## config.mk

```make
export PLATFORM = sky130hd
export DESIGN_NAME = rolling_window_variance
export DESIGN_NICKNAME = d
export VERILOG_FILES = /design/src/hw/rtl/rwv_pkg.sv /design/src/hw/rtl/rwv_front.sv /design/src/hw/rtl/rwv_queue.sv /design/src/hw/rtl/rwv_back.sv /design/src/hw/rtl/rolling_window_variance.sv
export SDC_FILE = /design/constraint.sdc
export NUM_CORES = 2
export LEC_CHECK = 0
export BUFFER_PORTS_ARGS = -buffer_cell sky130_fd_sc_hd__buf_2
export CORE_ASPECT_RATIO = 1.5
export CORE_MARGIN = 2
export CORE_UTILIZATION = 60
export CTS_BUF_LIST = sky130_fd_sc_hd__clkbuf_8
export CTS_CLUSTER_SIZE = 20
export DETAILED_ROUTE_END_ITERATION = 10
export GPL_TIMING_DRIVEN = 0
export PLACE_DENSITY = 0.84
export SLEW_MARGIN = 30
export SYNTH_ARGS = -nofsm -noshare
export SYNTH_HDL_FRONTEND = slang
export SYNTH_SLANG_ARGS = --single-unit
export TNS_END_PERCENT = 50
```

## constraint.sdc

```tcl
create_clock -name i_clk -period 8.1 [get_ports i_clk]
set_input_delay 0 -clock i_clk [delete_from_list [all_inputs] [get_ports i_clk]]
set_output_delay 0 -clock i_clk [all_outputs]
set_load 0.03 [all_outputs]
```

## src/hw/rtl/rwv_pkg.sv

```systemverilog
// Shared constants and types for the rolling window variance block.
package rwv_pkg;

    // fixed field widths of the stream words and the config register
    localparam int CFG_W      = 7;
    localparam int IN_SAMPLE_W = 16;
    localparam int VAR_W      = 40;
    localparam int USED_W     = 7;
    localparam int OUT_DATA_W = 48;

    localparam logic [CFG_W-1:0] WIN_LEN_RESET = 7'd21;
    localparam logic [VAR_W-1:0] VAR_MAX       = {VAR_W{1'b1}};

    // back end sequencer states
    typedef enum logic [6:0] {
        ST_IDLE  = 7'b0000001,
        ST_WRITE = 7'b0000010,
        ST_ACC   = 7'b0000100,
        ST_MUL   = 7'b0001000,
        ST_LOAD  = 7'b0010000,
        ST_DIV   = 7'b0100000,
        ST_DONE  = 7'b1000000
    } t_back_state;

endpackage

```

## src/hw/rtl/rwv_front.sv

```systemverilog
// Front end: accepts sample words, tracks series fill and slot, issues commands.
module rwv_front #(
    parameter int MAX_WINDOW  = 64,
    parameter int SAMPLE_BITS = 16
) (
    input  logic                                i_clk,
    input  logic                                i_rst_n,
    input  logic                                i_cfg_we,
    input  logic [rwv_pkg::CFG_W-1:0]           i_cfg_wdata,
    input  logic                                s_axis_tvalid,
    output logic                                s_axis_tready,
    input  logic [rwv_pkg::IN_SAMPLE_W-1:0]     s_axis_tdata,
    input  logic                                s_axis_tuser,
    input  logic                                i_q_full,
    output logic                                o_q_push,
    output logic [SAMPLE_BITS+$clog2(MAX_WINDOW)+$clog2(MAX_WINDOW+1):0] o_q_data
);
    import rwv_pkg::*;

    localparam int NW    = $clog2(MAX_WINDOW + 1);
    localparam int AW    = $clog2(MAX_WINDOW);
    localparam int RAW_W = (SAMPLE_BITS > IN_SAMPLE_W) ? SAMPLE_BITS : IN_SAMPLE_W;
    localparam int LW    = (NW > CFG_W) ? NW : CFG_W;

    logic [CFG_W-1:0] r_win_len;
    logic [NW-1:0]    r_fill;
    logic [AW-1:0]    r_slot;
    logic             r_seen;

    logic             accept;
    logic             first;
    logic [RAW_W-1:0] raw;
    logic [SAMPLE_BITS-1:0] x;
    logic [NW-1:0]    n_fill;
    logic [AW-1:0]    n_slot;
    logic [LW-1:0]    len_ext;
    logic [LW-1:0]    len_clamp;
    logic [NW-1:0]    len_n;
    logic [NW-1:0]    used;

    assign s_axis_tready = !i_q_full;
    assign accept        = s_axis_tvalid && s_axis_tready;
    assign o_q_push      = accept;

    // take the low sample bits of the word
    assign raw = RAW_W'(s_axis_tdata);
    assign x   = raw[SAMPLE_BITS-1:0];

    assign first = s_axis_tuser || !r_seen;

    // count samples held in this series, saturating at the window depth
    always_comb begin
        if (first) begin
            n_fill = NW'(1);
        end else if (r_fill < NW'(MAX_WINDOW)) begin
            n_fill = r_fill + NW'(1);
        end else begin
            n_fill = r_fill;
        end
    end

    // wrap the history slot at the window depth
    always_comb begin
        if (r_slot == AW'(MAX_WINDOW - 1)) begin
            n_slot = '0;
        end else begin
            n_slot = r_slot + AW'(1);
        end
    end

    // clamp the window length into 1..MAX_WINDOW
    always_comb begin
        len_ext = LW'(r_win_len);
        if (len_ext == '0) begin
            len_clamp = LW'(1);
        end else if (len_ext > LW'(MAX_WINDOW)) begin
            len_clamp = LW'(MAX_WINDOW);
        end else begin
            len_clamp = len_ext;
        end
        len_n = NW'(len_clamp);
        used  = (n_fill < len_n) ? n_fill : len_n;
    end

    // command fields, lowest first: sample, slot, count, first flag
    assign o_q_data = {first, used, r_slot, x};

    // hold config and series bookkeeping
    always_ff @(posedge i_clk) begin
        if (!i_rst_n) begin
            r_win_len <= WIN_LEN_RESET;
            r_fill    <= '0;
            r_slot    <= '0;
            r_seen    <= 1'b0;
        end else begin
            if (i_cfg_we) begin
                r_win_len <= i_cfg_wdata;
            end
            if (accept) begin
                r_fill <= n_fill;
                r_slot <= n_slot;
                r_seen <= 1'b1;
            end
        end
    end

endmodule

```

## src/hw/rtl/rwv_queue.sv

```systemverilog
// Two-entry command queue between the front and back ends.
module rwv_queue #(
    parameter int WIDTH = 8
) (
    input  logic             i_clk,
    input  logic             i_rst_n,
    input  logic             i_push,
    input  logic [WIDTH-1:0] i_data,
    output logic             o_full,
    input  logic             i_pop,
    output logic             o_valid,
    output logic [WIDTH-1:0] o_data
);
    logic [WIDTH-1:0] r_mem [2];
    logic             r_wp;
    logic             r_rp;
    logic [1:0]       r_cnt;

    assign o_full  = (r_cnt == 2'd2);
    assign o_valid = (r_cnt != 2'd0);
    assign o_data  = r_mem[r_rp];

    // store the pushed word
    always_ff @(posedge i_clk) begin
        if (i_push) begin
            r_mem[r_wp] <= i_data;
        end
    end

    // advance pointers and track occupancy
    always_ff @(posedge i_clk) begin
        if (!i_rst_n) begin
            r_wp  <= 1'b0;
            r_rp  <= 1'b0;
            r_cnt <= 2'd0;
        end else begin
            if (i_push) begin
                r_wp <= !r_wp;
            end
            if (i_pop) begin
                r_rp <= !r_rp;
            end
            if (i_push && !i_pop) begin
                r_cnt <= r_cnt + 2'd1;
            end else if (!i_push && i_pop) begin
                r_cnt <= r_cnt - 2'd1;
            end
        end
    end

endmodule

```

## src/hw/rtl/rwv_back.sv

```systemverilog
// Back end: history memory, window sums, fixed point divide and result register.
module rwv_back #(
    parameter int MAX_WINDOW  = 64,
    parameter int SAMPLE_BITS = 16,
    parameter int FRAC_BITS   = 8
) (
    input  logic                          i_clk,
    input  logic                          i_rst_n,
    input  logic                          i_q_valid,
    output logic                          o_q_pop,
    input  logic [SAMPLE_BITS+$clog2(MAX_WINDOW)+$clog2(MAX_WINDOW+1):0] i_q_data,
    output logic                          o_valid,
    input  logic                          i_ready,
    output logic [rwv_pkg::VAR_W-1:0]     o_variance,
    output logic [rwv_pkg::USED_W-1:0]    o_samples_used,
    output logic                          o_undefined
);
    import rwv_pkg::*;

    localparam int NW    = $clog2(MAX_WINDOW + 1);
    localparam int AW    = $clog2(MAX_WINDOW);
    localparam int SB    = SAMPLE_BITS;
    localparam int S1W   = SB + NW;
    localparam int SQW   = 2 * SB;
    localparam int S2W   = 2 * SB + NW;
    localparam int DW    = NW + S2W;
    localparam int DENW  = 2 * NW;
    localparam int NUMW  = DW + FRAC_BITS;
    localparam int CW    = $clog2(NUMW + 1);
    localparam int CMPW  = (NUMW > VAR_W + 1) ? NUMW : VAR_W + 1;

    t_back_state r_state;

    // latched command
    logic signed [SB-1:0] r_x;
    logic [AW-1:0]        r_slot;
    logic [NW-1:0]        r_n;
    logic                 r_first;

    // history memory and read pipeline
    logic signed [SB-1:0] r_hist [MAX_WINDOW];
    logic [AW-1:0]        r_rd_addr;
    logic [NW-1:0]        r_issue;
    logic                 rd_en;
    logic signed [SB-1:0] r_rd_data;
    logic                 r_rd_v;
    logic signed [SB-1:0] r_tap;
    logic [SQW-1:0]       r_sq;
    logic                 r_sq_v;
    logic signed [SQW-1:0] sq_full;

    // window sums
    logic signed [S1W-1:0] r_s1;
    logic [S2W-1:0]        r_s2;
    logic [S1W-1:0]        a1;

    // products and divider
    logic [DW-1:0]   r_ns2;
    logic [DW-1:0]   r_a1sq;
    logic [DENW-1:0] r_den;
    logic [NUMW-1:0] r_num;
    logic [DENW-1:0] r_rem;
    logic [CW-1:0]   r_div_cnt;
    logic [DENW:0]   trial;
    logic            q_bit;
    logic [DW-1:0]   diff;

    // result
    logic [CMPW-1:0]  q_ext;
    logic [VAR_W-1:0] res_var;
    logic             load_out;
    logic             r_ov;
    logic             acc_done;

    assign o_q_pop = (r_state == ST_IDLE) && i_q_valid;
    assign rd_en   = (r_state == ST_ACC) && (r_issue != '0);
    assign acc_done = (r_issue == '0) && !r_rd_v && !r_sq_v;
    assign load_out = (r_state == ST_DONE) && (!r_ov || i_ready);

    assign sq_full = r_rd_data * r_rd_data;
    assign a1      = (r_s1 < 0) ? S1W'(-r_s1) : S1W'(r_s1);
    assign diff    = r_ns2 - r_a1sq;

    assign trial = {r_rem, r_num[NUMW-1]};
    assign q_bit = (trial >= {1'b0, r_den});

    // saturate the quotient at the output range
    always_comb begin
        q_ext = CMPW'(r_num);
        if (q_ext > CMPW'(VAR_MAX)) begin
            res_var = VAR_MAX;
        end else begin
            res_var = VAR_W'(q_ext);
        end
    end

    // write the new sample, read the window back one slot a cycle
    always_ff @(posedge i_clk) begin
        if (r_state == ST_WRITE) begin
            r_hist[r_slot] <= r_x;
        end
        if (rd_en) begin
            r_rd_data <= r_hist[r_rd_addr];
        end
    end

    // square stage
    always_ff @(posedge i_clk) begin
        r_sq  <= SQW'(sq_full);
        r_tap <= r_rd_data;
    end

    // sequencer, accumulators and divider
    always_ff @(posedge i_clk) begin
        if (!i_rst_n) begin
            r_state <= ST_IDLE;
            r_issue <= '0;
            r_rd_v  <= 1'b0;
            r_sq_v  <= 1'b0;
        end else begin
            r_rd_v <= rd_en;
            r_sq_v <= r_rd_v;
            unique case (r_state)
                ST_IDLE: begin
                    if (i_q_valid) begin
                        {r_first, r_n, r_slot, r_x} <= i_q_data;
                        r_state <= ST_WRITE;
                    end
                end
                ST_WRITE: begin
                    r_rd_addr <= r_slot;
                    r_issue   <= r_n;
                    r_s1      <= '0;
                    r_s2      <= '0;
                    r_state   <= (r_n == NW'(1)) ? ST_DONE : ST_ACC;
                end
                ST_ACC: begin
                    if (rd_en) begin
                        r_issue <= r_issue - NW'(1);
                        if (r_rd_addr == '0) begin
                            r_rd_addr <= AW'(MAX_WINDOW - 1);
                        end else begin
                            r_rd_addr <= r_rd_addr - AW'(1);
                        end
                    end
                    if (r_sq_v) begin
                        r_s1 <= r_s1 + S1W'(r_tap);
                        r_s2 <= r_s2 + S2W'(r_sq);
                    end
                    if (acc_done) begin
                        r_state <= ST_MUL;
                    end
                end
                ST_MUL: begin
                    r_ns2   <= DW'(r_n * r_s2);
                    r_a1sq  <= DW'(a1 * a1);
                    r_den   <= DENW'(r_n * (r_n - NW'(1)));
                    r_state <= ST_LOAD;
                end
                ST_LOAD: begin
                    r_num     <= NUMW'(diff) << FRAC_BITS;
                    r_rem     <= '0;
                    r_div_cnt <= CW'(NUMW);
                    r_state   <= ST_DIV;
                end
                ST_DIV: begin
                    // one quotient bit a cycle, restoring
                    if (q_bit) begin
                        r_rem <= DENW'(trial - {1'b0, r_den});
                    end else begin
                        r_rem <= DENW'(trial);
                    end
                    r_num     <= {r_num[NUMW-2:0], q_bit};
                    r_div_cnt <= r_div_cnt - CW'(1);
                    if (r_div_cnt == CW'(1)) begin
                        r_state <= ST_DONE;
                    end
                end
                ST_DONE: begin
                    if (load_out) begin
                        r_state <= ST_IDLE;
                    end
                end
                default: begin
                    r_state <= ST_IDLE;
                end
            endcase
        end
    end

    // hold the result word until the sink takes it
    always_ff @(posedge i_clk) begin
        if (!i_rst_n) begin
            r_ov <= 1'b0;
        end else if (load_out) begin
            r_ov <= 1'b1;
        end else if (i_ready) begin
            r_ov <= 1'b0;
        end
    end

    always_ff @(posedge i_clk) begin
        if (load_out) begin
            o_samples_used <= USED_W'(r_n);
            if (r_n == NW'(1)) begin
                o_variance  <= '0;
                o_undefined <= !r_first;
            end else begin
                o_variance  <= res_var;
                o_undefined <= 1'b0;
            end
        end
    end

    assign o_valid = r_ov;

endmodule

```

## src/hw/rtl/rolling_window_variance.sv

```systemverilog
// Top level of the moving window sample variance block.
// A single-sample window skips readback and divide; larger windows read the history back,
// then divide with a quotient of NUMW = 2*clog2(MAX_WINDOW+1) + 2*SAMPLE_BITS + FRAC_BITS
// bits (54 by default). The back end handles one word at a time; the two-entry queue
// lets the front end accept more words meanwhile. The window readback (one history slot
// a cycle) and the restoring divider (one quotient bit a cycle) set the pace.
// Reset (synchronous, active low) clears series state; window length returns to 21.
module rolling_window_variance #(
    parameter int MAX_WINDOW  = 64,
    parameter int SAMPLE_BITS = 16,
    parameter int FRAC_BITS   = 8
) (
    input  logic                              i_clk,
    input  logic                              i_rst_n,
    input  logic                              i_cfg_we,
    input  logic [rwv_pkg::CFG_W-1:0]         i_cfg_wdata,
    input  logic                              s_axis_tvalid,
    output logic                              s_axis_tready,
    // [15:0] sample
    input  logic [rwv_pkg::IN_SAMPLE_W-1:0]   s_axis_tdata,
    // [0] series_start
    input  logic                              s_axis_tuser,
    output logic                              m_axis_tvalid,
    input  logic                              m_axis_tready,
    // [39:0] variance, [46:40] samples_used, [47] zero
    output logic [rwv_pkg::OUT_DATA_W-1:0]    m_axis_tdata,
    // [0] undefined
    output logic                              m_axis_tuser
);
    import rwv_pkg::*;

    localparam int QDW = SAMPLE_BITS + $clog2(MAX_WINDOW) + $clog2(MAX_WINDOW + 1) + 1;

    logic             push;
    logic             pop;
    logic             q_full;
    logic             q_valid;
    logic [QDW-1:0]   push_data;
    logic [QDW-1:0]   pop_data;
    logic [VAR_W-1:0] variance;
    logic [USED_W-1:0] samples_used;

    rwv_front #(
        .MAX_WINDOW  (MAX_WINDOW),
        .SAMPLE_BITS (SAMPLE_BITS)
    ) u_front (
        .i_clk         (i_clk),
        .i_rst_n       (i_rst_n),
        .i_cfg_we      (i_cfg_we),
        .i_cfg_wdata   (i_cfg_wdata),
        .s_axis_tvalid (s_axis_tvalid),
        .s_axis_tready (s_axis_tready),
        .s_axis_tdata  (s_axis_tdata),
        .s_axis_tuser  (s_axis_tuser),
        .i_q_full      (q_full),
        .o_q_push      (push),
        .o_q_data      (push_data)
    );

    rwv_queue #(
        .WIDTH (QDW)
    ) u_queue (
        .i_clk   (i_clk),
        .i_rst_n (i_rst_n),
        .i_push  (push),
        .i_data  (push_data),
        .o_full  (q_full),
        .i_pop   (pop),
        .o_valid (q_valid),
        .o_data  (pop_data)
    );

    rwv_back #(
        .MAX_WINDOW  (MAX_WINDOW),
        .SAMPLE_BITS (SAMPLE_BITS),
        .FRAC_BITS   (FRAC_BITS)
    ) u_back (
        .i_clk          (i_clk),
        .i_rst_n        (i_rst_n),
        .i_q_valid      (q_valid),
        .o_q_pop        (pop),
        .i_q_data       (pop_data),
        .o_valid        (m_axis_tvalid),
        .i_ready        (m_axis_tready),
        .o_variance     (variance),
        .o_samples_used (samples_used),
        .o_undefined    (m_axis_tuser)
    );

    // pack the result word, lowest field first
    assign m_axis_tdata = {1'b0, samples_used, variance};

endmodule
```

==> impl_results.md <==
* Outcome: complete, but fails checks
* Failing checks: setup timing
* R2R depth at 32
* I/O pin count at 80
* CP Capture Point: u_back.r_a1sq[45]
* CTS Buf Count at roughly 210
* Routed wire per std cell at around 26 um
* Worst path most repeated cell: fa_1
* Latest clock arrival within the worst-skew pair at 1.03 ns
* Clock Tree Root: clkbuf_8
* Die height at 493.8 um
* Area grow syn2layout at 13.00%
* Max-slew violation count at 0
* Final core utilization at between 60% and 70%
* Vias per cell at ~6.1
* Slew HR at a little under a quarter
* Fin area at between 0.1 and 0.15 sq mm
* Via count at roughly 62,000
* Avg Cell Area, Syn at between 10 and 15 sq um
* Critical Path End Type: flip-flop
* Drt drc at 0
* Max-cap violations at 0
* 1st-pass router iterations at 5
* Post-synth ARST share at 0%
* Crit-path max cell delay at 0.59 ns
* Max Clock Skew at ~0.093 ns
* Worst-path fanout max at 10
* Iteration-0 DRC Markers at between 5,000 and 6,000
* Worst endpoint required time at 8.81 ns
* Register-to-Register Setup Slack at -0.82 ns
* Post-synth EDFFs at ~1,400
* Global-route wire length before repair at around 400,000 um
* Worst path arrival time at just under 10 ns
* Final GP Congestion at approximately 1
* Die ar. at approximately 0.16 sq mm
* Placed cell area at 0.1010 sq mm
* Nets at 9,319
* All-Layer GR Usage at between 30% and 40%
* Post-Synthesis Cells at roughly 7,400
* CORE AREA at around 0.16 sq mm
* Syn. warnings at 0
* Met1 usage at between 30% and 40%
* Max clock buf depth at 3
* GR Overflow Total at 0
* Share of cells above drive strength 1 at between 15 and 20%
* Max Clk Rate at approximately 0.11 GHz
* CTS tree: yes
* CTS Sinks at between 1,500 and 2,000
* Register area share after synthesis at between 40% and 50%
* Most common library cells after synthesis: edfxtp_1, inv_1, fa_1, nand2_1, ha_1
* Final worst path period need at 8.922 ns
* Netlist cell types at a little under 100
* CP startpoint kind: flip-flop
* Final wirelength at around 270,000 um
* Area leader, netlist: edfxtp_1
* Initial antenna violation count at 10
* H-tree lvl count at 4
* Setup TNS at -8.754 ns
* Register bit count reported by yosys at 1,512
* Actual slew at the worst max-slew pin at approximately 1.1 ns
* Post-synth top area share at ~45%
* Initial core utilization at roughly three fifths
* Final setup viols at 22
* Worst hold margin at 0.1354 ns
* Grt met2 use at between 50% and 60%
* RSZ-0062 raised after global routing: true
* Critical Path Start: u_back.r_s1[1]
* Horiz. Die Dim at roughly 330 um
* Post-route ant nets at 0
* Leading register cell type out of synthesis: edfxtp_1
* Final hold vios at 0
* Hold WC Path Type: primary input to flip-flop
* Crit share post-route at 110.1%
* Most Crowded Layer GR: met2
* DP HPWL at 200,300 um
* Worst r2r dst: u_back.r_a1sq[45]
* FP Rows at between 150 and 200
* Kind of critical path: flip-flop to flip-flop
* Synth area leaders: edfxtp_1, fa_1, mux4_2, ha_1, inv_1
* Worst path slowest cell: fa_1
* Most frequent cell after synthesis: edfxtp_1
* RR Startpoint: u_back.r_s1[1]
* Worst-path clk slew at roughly 0.06 ns
* Port bufs at 77
* Largest net degree at the start of global routing at 31
* Worst setup margin at -0.8216 ns
* Vias in the first global route at 67,236
* Synthesized area at approximately 0.096 sq mm
* Met3 Usage GRT at ~6.4%
-- critical path: cells and delay by family (launching register included) --
kind,cells,cell delay (ns)
buf+inv,8,0.99
compound gates,6,1.14
xor+xnor,2,0.41
flops,1,0.46
fa+ha+maj,8,3.66
simple gates,8,2.01
-- worst min path at each step --
stage | startpoint | to | slack, ns | cells after the start
global route | i_rst_n | u_back.r_state[2] | 0.10 | 4
floorplan | s_axis_tdata[0] | u_queue.r_mem[0][0] | 0.1 | 0
CTS | i_rst_n | u_back.r_state[2] | 0.05 | 4
detailed placement | s_axis_tdata[2] | u_queue.r_mem[1][2] | 0.19 | 1
global placement | s_axis_tdata[9] | u_queue.r_mem[1][9] | 0.19 | 1
finish | i_rst_n | u_back.r_state[2] | 0.14 | 4
-- layout by cell type, fill, tap and decap left out, drive strengths merged, types with 44 or more instances in the layout --
cell	instances
buf	384
o21ai	140
nand2	604
dfxtp	88
a21oi	283
xor2	101
and2	140
nand3	69
mux4	312
inv	1207
xnor2	170
mux2i	58
nor2b	44
clkbuf	413
dlygate4sd3	65
nor2	449
clkinv	82
o21a	67
edfxtp	1424
fa	850
ha	473
nor3	51
a21o	128
nand2b	69
-- stage by stage --
step / worst slack [ns] / cells
after CTS: -0.8212 / 10177
after global routing: -1.074 / 10219
after global placement: -2.282 / 9538
after detailed placement: -2.062 / 9631
after floorplan: -0.4333 / 7380
final: -0.8216 / 10228
-- what timing repair did --
| item | in CTS | in global routing |
|---|---|---|
| hold endpoints to repair | 125 | 0 |
| pin swaps | 99 | 80 |
| setup endpoints to repair | 33 | 28 |
| setup buffers | 106 | 45 |
| hold buffers | 65 | 0 |
| cloned | 0 | 1 |
| resized for setup | 209 | 127 |
-- flip-flops by register name (all words and copies together) (netlist names), 16 cells and up --
| signal | cells |
|---|---|
| u_back.r_hist | 1024 |
| u_queue.r_mem | 60 |
| u_back.q_ext | 54 |
| u_back.r_ns2 | 46 |
| u_back.r_a1sq | 45 |
| u_back.o_variance | 40 |
| u_back.r_s2 | 39 |
| u_back.r_sq | 30 |
| u_back.r_s1 | 23 |
| u_back.r_rd_data | 16 |
| u_back.r_tap | 16 |
| u_back.r_x | 16 |
-- per-layer routing --
layer	part of all wire [%]	wire length, um	vias up
met2	52	139600	3357
met4	10	26790	0
met3	7.4	19900	1091
li1	-	-	26584
met1	30	81470	31194
met5	0	0	-
-- area by class of cell --
class | count | area, sq um
timing repair buffer | 383 | 3642
antenna | 11 | 27.53
inverter | 1144 | 4334
clock buffer | 221 | 3042
tap | 2081 | 2604
buffer | 258 | 1219
multi-input combinational | 4459 | 47920
fill | 10427 | 50360
sequential | 1512 | 44520
clock inverter | 159 | 1120
-- cells by family after synthesis --
| kind of cell | synth area share [%] |
|---|---|
| muxes | 8.315 |
| AOI/OAI and AO/OA | 5.796 |
| buffers and inverters | 5.566 |
| xor gates and xnor gates | 2.497 |
| other | 0.007826 |
| and+or+nand+nor | 7.518 |
| adders and majority gates | 23.90 |
| DFF | 46.40 |
Power is not shown: default switching activity piles up to over one toggle a cycle in this logic, so the estimate is an artifact.
